--- src/sv/upd_pkg.sv ---
package upd_pkg;

  typedef enum logic [1:0] {
    PH_TEXT  = 2'd0,
    PH_DIG1  = 2'd1,
    PH_DIG2  = 2'd2,
    PH_DRAIN = 2'd3
  } phase_t;

  localparam logic [1:0] ST_OK         = 2'd0;
  localparam logic [1:0] ST_INCOMPLETE = 2'd1;
  localparam logic [1:0] ST_INVALID    = 2'd2;

  localparam logic [7:0] PERCENT_CHAR = 8'h25;

  typedef struct packed {
    phase_t     phase;
    logic [3:0] high_nibble;
    logic       first_digit_bad;
    logic [1:0] pending_error;
  } dec_state_t;

  localparam dec_state_t DEC_STATE_RESET = '{
    phase: PH_TEXT, high_nibble: 4'd0, first_digit_bad: 1'b0, pending_error: ST_OK
  };

  typedef struct packed {
    logic       present;
    logic [7:0] byte_out;
    logic       byte_valid;
    logic       string_done;
    logic [1:0] status;
  } dec_result_t;

  // Low four bits hold the digit value, bit 4 flags a non-hex byte.
  function automatic logic [4:0] hex_value(input logic [7:0] c);
    logic [4:0] r;
    if (c >= 8'h30 && c <= 8'h39) begin
      r = {1'b0, 4'(c - 8'h30)};
    end else if (c >= 8'h61 && c <= 8'h66) begin
      r = {1'b0, 4'(c - 8'h57)};
    end else if (c >= 8'h41 && c <= 8'h46) begin
      r = {1'b0, 4'(c - 8'h37)};
    end else begin
      r = 5'b10000;
    end
    return r;
  endfunction

endpackage

--- src/sv/upd_step.sv ---
module upd_step
  import upd_pkg::*;
(
  input  dec_state_t  cur,
  input  logic [7:0]  char_in,
  input  logic        end_of_string,
  output dec_state_t  nxt,
  output dec_result_t res
);

  logic [4:0] hv;
  logic       bad;

  assign hv  = hex_value(char_in);
  assign bad = hv[4];

  always_comb begin
    nxt = cur;
    res = '0;
    case (cur.phase)
      PH_TEXT: begin
        if (char_in == PERCENT_CHAR) begin
          if (end_of_string) begin
            res = '{present: 1'b1, byte_out: 8'd0, byte_valid: 1'b0,
                    string_done: 1'b1, status: ST_INCOMPLETE};
          end else begin
            nxt.phase = PH_DIG1;
          end
        end else begin
          res = '{present: 1'b1, byte_out: char_in, byte_valid: 1'b1,
                  string_done: end_of_string, status: ST_OK};
        end
      end
      PH_DIG1: begin
        if (end_of_string) begin
          res = '{present: 1'b1, byte_out: 8'd0, byte_valid: 1'b0,
                  string_done: 1'b1, status: ST_INCOMPLETE};
        end else begin
          nxt.high_nibble     = hv[3:0];
          nxt.first_digit_bad = bad;
          nxt.phase           = PH_DIG2;
        end
      end
      PH_DIG2: begin
        if (bad || cur.first_digit_bad) begin
          if (end_of_string) begin
            res = '{present: 1'b1, byte_out: 8'd0, byte_valid: 1'b0,
                    string_done: 1'b1, status: ST_INVALID};
          end else begin
            nxt.phase         = PH_DRAIN;
            nxt.pending_error = ST_INVALID;
          end
        end else begin
          res = '{present: 1'b1, byte_out: {cur.high_nibble, hv[3:0]}, byte_valid: 1'b1,
                  string_done: end_of_string, status: ST_OK};
          nxt.phase           = PH_TEXT;
          nxt.high_nibble     = 4'd0;
          nxt.first_digit_bad = 1'b0;
        end
      end
      default: begin
        if (end_of_string) begin
          res = '{present: 1'b1, byte_out: 8'd0, byte_valid: 1'b0,
                  string_done: 1'b1, status: cur.pending_error};
        end
      end
    endcase
    // every string starts from a clean state
    if (end_of_string) begin
      nxt = DEC_STATE_RESET;
    end
  end

endmodule

--- src/sv/url_percent_decoder_top.sv ---
// Words pass the input register, then the result register; one word per cycle unless
// stalled. A '%', first hex digit or drained byte yields a result only at string end.
// in_stall rises only when a result is waiting in the output register and is itself stalled.
// Reset (rst, synchronous, active high) empties both registers and returns the
// decoder to the plain-text phase with no pending error.
module url_percent_decoder_top
  import upd_pkg::*;
(
  input  logic       clk,
  input  logic       rst,
  input  logic       in_valid,
  output logic       in_stall,
  input  logic [7:0] char_in,
  input  logic       end_of_string,
  output logic       out_valid,
  input  logic       out_stall,
  output logic [7:0] byte_out,
  output logic       byte_valid,
  output logic       string_done,
  output logic [1:0] status
);

  logic        s1_valid;
  logic [7:0]  s1_char;
  logic        s1_eos;
  dec_state_t  st;
  dec_state_t  st_next;
  dec_result_t res;
  logic        out_free;
  logic        s1_go;

  upd_step u_step (
    .cur           (st),
    .char_in       (s1_char),
    .end_of_string (s1_eos),
    .nxt           (st_next),
    .res           (res)
  );

  assign out_free = !out_valid || !out_stall;
  // a word that yields no result can always leave the input register
  assign s1_go    = s1_valid && (!res.present || out_free);
  assign in_stall = s1_valid && !s1_go;

  always_ff @(posedge clk) begin
    if (rst) begin
      s1_valid <= 1'b0;
    end else if (!in_stall) begin
      s1_valid <= in_valid;
    end
    if (!in_stall && in_valid) begin
      s1_char <= char_in;
      s1_eos  <= end_of_string;
    end
  end

  always_ff @(posedge clk) begin
    if (rst) begin
      st <= DEC_STATE_RESET;
    end else if (s1_go) begin
      st <= st_next;
    end
  end

  always_ff @(posedge clk) begin
    if (rst) begin
      out_valid <= 1'b0;
    end else if (out_free) begin
      out_valid <= s1_go && res.present;
    end
    if (out_free && s1_go && res.present) begin
      byte_out    <= res.byte_out;
      byte_valid  <= res.byte_valid;
      string_done <= res.string_done;
      status      <= res.status;
    end
  end

endmodule
--- config.mk ---
export PLATFORM = sky130hd
export DESIGN_NAME = url_percent_decoder_top
export DESIGN_NICKNAME = d
export VERILOG_FILES = /design/src/sv/upd_pkg.sv /design/src/sv/upd_step.sv /design/src/sv/url_percent_decoder_top.sv
export SDC_FILE = /design/constraint.sdc
export NUM_CORES = 1
export LEC_CHECK = 0
export ABC_AREA = 1
export BUFFER_PORTS_ARGS = -buffer_cell sky130_fd_sc_hd__buf_2
export CORE_MARGIN = 1.5
export CORE_UTILIZATION = 42
export DETAILED_ROUTE_END_ITERATION = 8
export MAX_ROUTING_LAYER = met4
export SYNTH_ARGS = -nofsm -noshare
export SYNTH_HDL_FRONTEND = slang
export SYNTH_SLANG_ARGS = --single-unit
--- constraint.sdc ---
create_clock -name clk -period 3.1 [get_ports clk]
set_input_delay 0.465 -clock clk [delete_from_list [all_inputs] [get_ports clk]]
set_output_delay 0.465 -clock clk [all_outputs]
set_load 0.01 [all_outputs]
==> After elaboration in Yosys (flattened, before gate mapping) <==
Index checks and enable logic that the tools add are counted.
{ "totals": {"in_bits": 13, "reg_bits": 32, "elab_cells": 68} }
{ "op_classes": {"eq_ne": 5, "add_sub_neg": 3, "n_reduce_logical": 25, "mux": 17, "magnitude_cmp": 6} }
{ "ops": {"columns": ["cell", "n"], "rows": [
  ["two-way mux 13 bit", 5],
  ["case mux 13 bit (3 select lines)", 1],
  ["two-way mux 5 bit", 4],
  ["greater-or-equal comparator 8 x 7 -> 1 bit (second input constant)", 2],
  ["less-or-equal comparator 8 x 7 -> 1 bit (second input constant)", 2],
  ["case mux 5 bit (2 select lines)", 1],
  ["logical AND 1 bit", 9],
  ["two-way mux 9 bit", 1],
  ["AND reduction 3 bit", 3],
  ["equality test 8 x 6 -> 1 bit (second input constant)", 1],
  ["greater-or-equal comparator 8 x 6 -> 1 bit (second input constant)", 1],
  ["less-or-equal comparator 8 x 6 -> 1 bit (second input constant)", 1],
  ["two-way mux 2 bit", 4],
  ["subtractor 4 x 3 -> 4 bit (second input constant)", 2],
  ["case mux 2 bit (3 select lines)", 1],
  ["zero test 1 bit", 5],
  ["nonzero test 2 bit", 2],
  ["nonzero test 4 bit", 1],
  ["subtractor 4 x 1 -> 4 bit (second input constant)", 1],
  ["logical OR 1 bit", 3],
  ["inequality test 3 x 2 -> 1 bit (second input constant)", 1],
  ["inequality test 3 bit (second input constant)", 1],
  ["nonzero test 3 bit", 1],
  ["equality test 2 x 1 -> 1 bit (second input constant)", 1],
  ["2 further kinds", 2]
]} }

==> Longest topological paths before layout <==
{ "depth": {"depth_word": 15, "mapped_depth": 17, "mapped_depth_nobuf": 17} }

==> Hierarchy <==
Synthesis repeated with hierarchy kept, for this count alone.
{ "unflattened": {"hier_cells": 219, "area_unflattened_um2": 1794.2} }
{ "by_module_without_submodules": {"columns": ["module", "area_per_inst_um2", "instances", "cells_per_inst"], "rows": [
  ["url_percent_decoder_top", 1141.1, 1, 94],
  ["upd_step", 653.1, 1, 125]
]} }

==> Worst setup path before layout <==
No wires, ideal clock.
{ "synth_path": {"kind": "reg-to-reg", "startpoint": "register s1_char[1]", "endpoint": "register byte_out[0], enable pin", "path_stages_with_launch": 15, "arrival_time_ps": 2016, "setup_ps": 380, "setup_slack_ps": 703, "cell_sequence": "edfxtp_1 inv_1 ha_1 inv_1 nor2_1 nor2_2 nand2_2 nand2_4 o21ai_4 nand3_4 nand2_2 nand2_2 nand2_4 nand2_1 nor2_1"} }
{ "synth_via": {"elab_chain_len": 13, "elab_cells_between_ends": 22} }
{ "synth_lines": {"columns": ["element", "line_no", "rtl"], "rows": [
  ["start: declaration", "url_percent_decoder_top.sv:24", "logic [7:0] s1_char;"],
  ["start signal: assignment", "url_percent_decoder_top.sv:52", "s1_char <= char_in;"],
  ["greater-or-equal comparator 8 x 7 -> 1 bit or less-or-equal comparator 8 x 7 -> 1 bit (tied branches)", "upd_pkg.sv:42", "end else if (c >= 8'h41 && c <= 8'h46) begin"],
  ["logical AND 1 bit", "upd_pkg.sv:42", null],
  ["two-way mux 5 bit", "upd_pkg.sv:42", null],
  ["two-way mux 5 bit", "upd_pkg.sv:40", "end else if (c >= 8'h61 && c <= 8'h66) begin"],
  ["two-way mux 5 bit", "upd_pkg.sv:38", "if (c >= 8'h30 && c <= 8'h39) begin"],
  ["logical OR 1 bit", "upd_step.sv:45", "if (bad || cur.first_digit_bad) begin"],
  ["two-way mux 13 bit", "upd_step.sv:45", null],
  ["case mux 13 bit (3 select lines) *", "upd_step.sv:20", "case (cur.phase)"],
  ["zero test 1 bit", "url_percent_decoder_top.sv:42", "assign s1_go = s1_valid && (!res.present || out_free);"],
  ["logical OR 1 bit", "url_percent_decoder_top.sv:42", null],
  ["logical AND 1 bit", "url_percent_decoder_top.sv:42", null],
  ["logical AND 1 bit", "url_percent_decoder_top.sv:71", "if (out_free && s1_go && res.present) begin"],
  ["logical AND 1 bit *", "url_percent_decoder_top.sv:71", null],
  ["end signal: assignment", "url_percent_decoder_top.sv:72", "byte_out <= res.byte_out;"],
  ["end: declaration", "url_percent_decoder_top.sv:17", "output logic [7:0] byte_out,"]
]} }
Every way passes the cells marked *; elsewhere a longest branch is shown, timed or not.
A chain may end at the register's enable or synchronous reset.

==> Final worst setup path <==
{ "layout_path": {"startpoint": "register s1_char[1]", "endpoint": "output port in_stall"} }
{ "layout_via": {"elab_chain_len": 13, "elab_cells_between_ends": 22} }
{ "layout_lines": {"columns": ["element", "line_no", "rtl"], "rows": [
  ["greater-or-equal comparator 8 x 7 -> 1 bit or less-or-equal comparator 8 x 7 -> 1 bit (tied branches)", "upd_pkg.sv:42", null],
  ["logical AND 1 bit", "upd_pkg.sv:42", null],
  ["two-way mux 5 bit", "upd_pkg.sv:42", null],
  ["two-way mux 5 bit", "upd_pkg.sv:40", null],
  ["two-way mux 5 bit", "upd_pkg.sv:38", null],
  ["logical OR 1 bit", "upd_step.sv:45", null],
  ["two-way mux 13 bit", "upd_step.sv:45", null],
  ["case mux 13 bit (3 select lines) *", "upd_step.sv:20", null],
  ["zero test 1 bit *", "url_percent_decoder_top.sv:42", null],
  ["logical OR 1 bit *", "url_percent_decoder_top.sv:42", null],
  ["logical AND 1 bit *", "url_percent_decoder_top.sv:42", null],
  ["zero test 1 bit *", "url_percent_decoder_top.sv:43", "assign in_stall = s1_valid && !s1_go;"],
  ["logical AND 1 bit *", "url_percent_decoder_top.sv:43", null],
  ["end: declaration", "url_percent_decoder_top.sv:12", "output logic in_stall,"]
]} }
Marked as above.

==> impl_metrics.toml <==
[run_status]
outcome = "finished clean"

[yosys]
yosysSeqAreaShare_pct = 49.3
syn_area_mm2 = 0.00169
ys_ff_latch = 31
yosys-top-cells-area = "edfxtp_1 37%, dfxtp_1 12%, nand2_1 10%"
synth_top_family_by_area = "simple AND/OR/NAND/NOR gates"
synth_fa_ha_area_share_pct = 5.20
synthCells = 190
yosys-top-cells-count = "46 x nand2_1, 30 x inv_1, 21 x edfxtp_1"
synth.area.mux_share_pct = 0
avgSynthCellArea_um2 = 8.87
synth_cell_types = 30
synth_flop_cell = "edfxtp_1"
yosysTopAreaCell = "edfxtp_1"
synth-simple-area-share_pct = 28.0
synth-edff-count = 21
async_flop_share_pct = 0
yosys_warnings = 0
synth_most_common_cell = "nand2_1"
netlist.area_leader.share_pct = 37.4
synth_xor_area_share_pct = 1.04
synth_nets = 210
synth_compound_area_share_pct = 8.61

[sta]
final_hold_viol_count = 0
rsz0062_at_grt = "false"
fin_crit_sh_pct = 85.5
report.final.setup_viol = 0
tns_ns = 0
worstMarginPinSlew_ns = 0.464
skew_ns = 0.00593
finalCriticalPeriod_ns = 2.65
drv_slew = 0
relSlewSlack_pct = 69.0
fmax_mhz = 377
whs_ns = 0.350

[grt]
grt_usage_pct = 19.2
antenna_found_initial = 0
grt_pass1_vias = 1251
grt_pass1_wl_mm = 6.04
grt_max_degree = 13
grt_overflow = 0

[route]
drt.antenna.violating_nets = 0
drc = 0
viasPerCell = 5.08
routed_wl_mm = 3.55
route.top_layer_used = "met4"
wl_per_cell_um = 13.2
drt_pass1_iterations = 4
drt-met1-wl_mm = 1.61
detail_route.iter0.violations = 79
route.met2.wl_mm = 1.61
wl_met3_um = 255
num_vias = 1367

[worst_hold_path]
min_path_cells = 1
hp-class = "primary input to flop"
hold_start = "end_of_string"
hold_path_end = "s1_eos"

[worst_setup_path]
worst_setup_path_end_kind = "output port"
worstSetupStartpointType = "flop"
rr_endpoint = "s1_char[3]"
critPathKind = "flop to output port"
critPathMaxFanout = 6
cp.required_ns = 2.63
r2r_start = "s1_char[0]"
rrSetupSlack_ns = 0.79
rr_worst_depth = 15
arrival_ns = 2.19

[flow_run]
cap_violations = 0

[die]
start_util_pct = 45.0
die_w_um = 66.3
ioPinCount = 27
die_height_um = 66.3
dieArea_mm2 = 0.00440
core_mm2 = 0.00374
rows = 22

[place]
io_buffers = 26
hpwl_mm = 2.68
gp_congestion = 0.921

[clocking]
clk_pin_slew_worst_paths_ns = 0.07
cts_tree = "done"
cts_num_sinks = 31
cts_max_path_buffers = 2
root_buffer = "clkbuf_8"
cts_setup_buffers = 0
hold_buffers = 0
cts_resized = 0
htreeDepth = 2
numCtsBuffers = 5
insertion_delay_ns = 0.29

[cells_and_area]
n_fill_cell = 370
area_growth_pct = 16.0
nNetsFinal = 240
drive_above_1_share_pct = 23.1
diodes = 0

[power_and_ir_drop]
vdd_ir_drop_max_mv = 0.258
p_leak_nw = 0.872
power_density_mw_per_mm2 = 471
-- cells by family after synthesis --
logic type,Yosys count
AND/OR/NAND/NOR,93
buffers and inverters,35
adder cells (fa/ha/maj),7
flip-flops,31
AO/OA/AOI/OAI,22
XOR/XNOR,2
-- worst max path at each step --
stage                from          end
2_1_floorplan  s1_char[1]  byte_out[0]
3_3_place_gp   s1_char[0]     in_stall
3_5_place_dp   s1_char[1]     in_stall
4_1_cts        s1_char[1]     in_stall
5_1_grt        s1_char[0]     in_stall
6_report       s1_char[1]     in_stall
-- worst max-delay path, stage by stage (launching register included) --
cell,delay [ns]
edfxtp_1,0.46
inv_1,0.13
ha_1,0.15
inv_1,0.04
nor2_1,0.14
nor2_2,0.05
nand2_2,0.07
nand2_4,0.08
o21ai_4,0.11
nand3_4,0.12
nand2_2,0.08
nand2_2,0.06
nand2_4,0.10
nand3_1,0.11
inv_1,0.08
buf_2,0.12
-- cell type report --
class / instances / area, um2 / area share, %
multi-input cells: 124 / 722 / 36.9
well taps: 48 / 60.1 / 3.07
repair buffers: 27 / 138 / 7.04
inverters: 31 / 116 / 5.95
clock inverters: 3 / 20.0 / 1.02
flip-flops and latches: 31 / 831 / 42.5
clock buffers: 5 / 68.8 / 3.52
-- per-stage QoR --
step | instance area (um2) | power (mW) | util, % | setup slack [ns] | instances
floorplan | 1690 | 0.571 | - | 0.703 | 190
CTS | 1960 | 0.924 | 52.2 | 0.444 | 269
detailed placement | 1870 | 0.609 | 49.9 | 0.772 | 261
global route | 1960 | 0.965 | 52.2 | 0.258 | 269
global placement | 1870 | 0.609 | 49.9 | 0.763 | 261
finish | 1960 | 0.921 | 52.2 | 0.448 | 269
-- cell usage in the layout, fill, tap and decap left out, drive strengths merged, types with 2 or more instances in the layout --
cell type,n
nand2,52
inv,31
buf,27
edfxtp,21
a21oi,16
nor2,16
nand3,12
dfxtp,10
nand4,8
ha,7
clkbuf,5
nor3,3
xor2,2
clkinvlp,2
o21ai,2
-- power breakdown --
part	internal (mW)	switching [mW]	total, mW
clock	0.156	0.164	0.320
combinational	0.0430	0.0709	0.114
sequential	0.468	0.0182	0.486
-- routing by layer --
layer / vias to the layer above / global-route usage, %
li1: 684 / -
met2: 57 / 29.9
met3: 7 / 5.28
met1: 619 / 24.1
met5: - / -
met4: 0 / 7.14
-- state kept, by name, indices dropped and copies added (netlist names) --
signal and flops:
byte_valid 1, s1_eos 1, out_valid 1, st 8, byte_out 8, s1_char 8
status 2, string_done 1, s1_valid 1
Power figures use the tool's default switching activity.
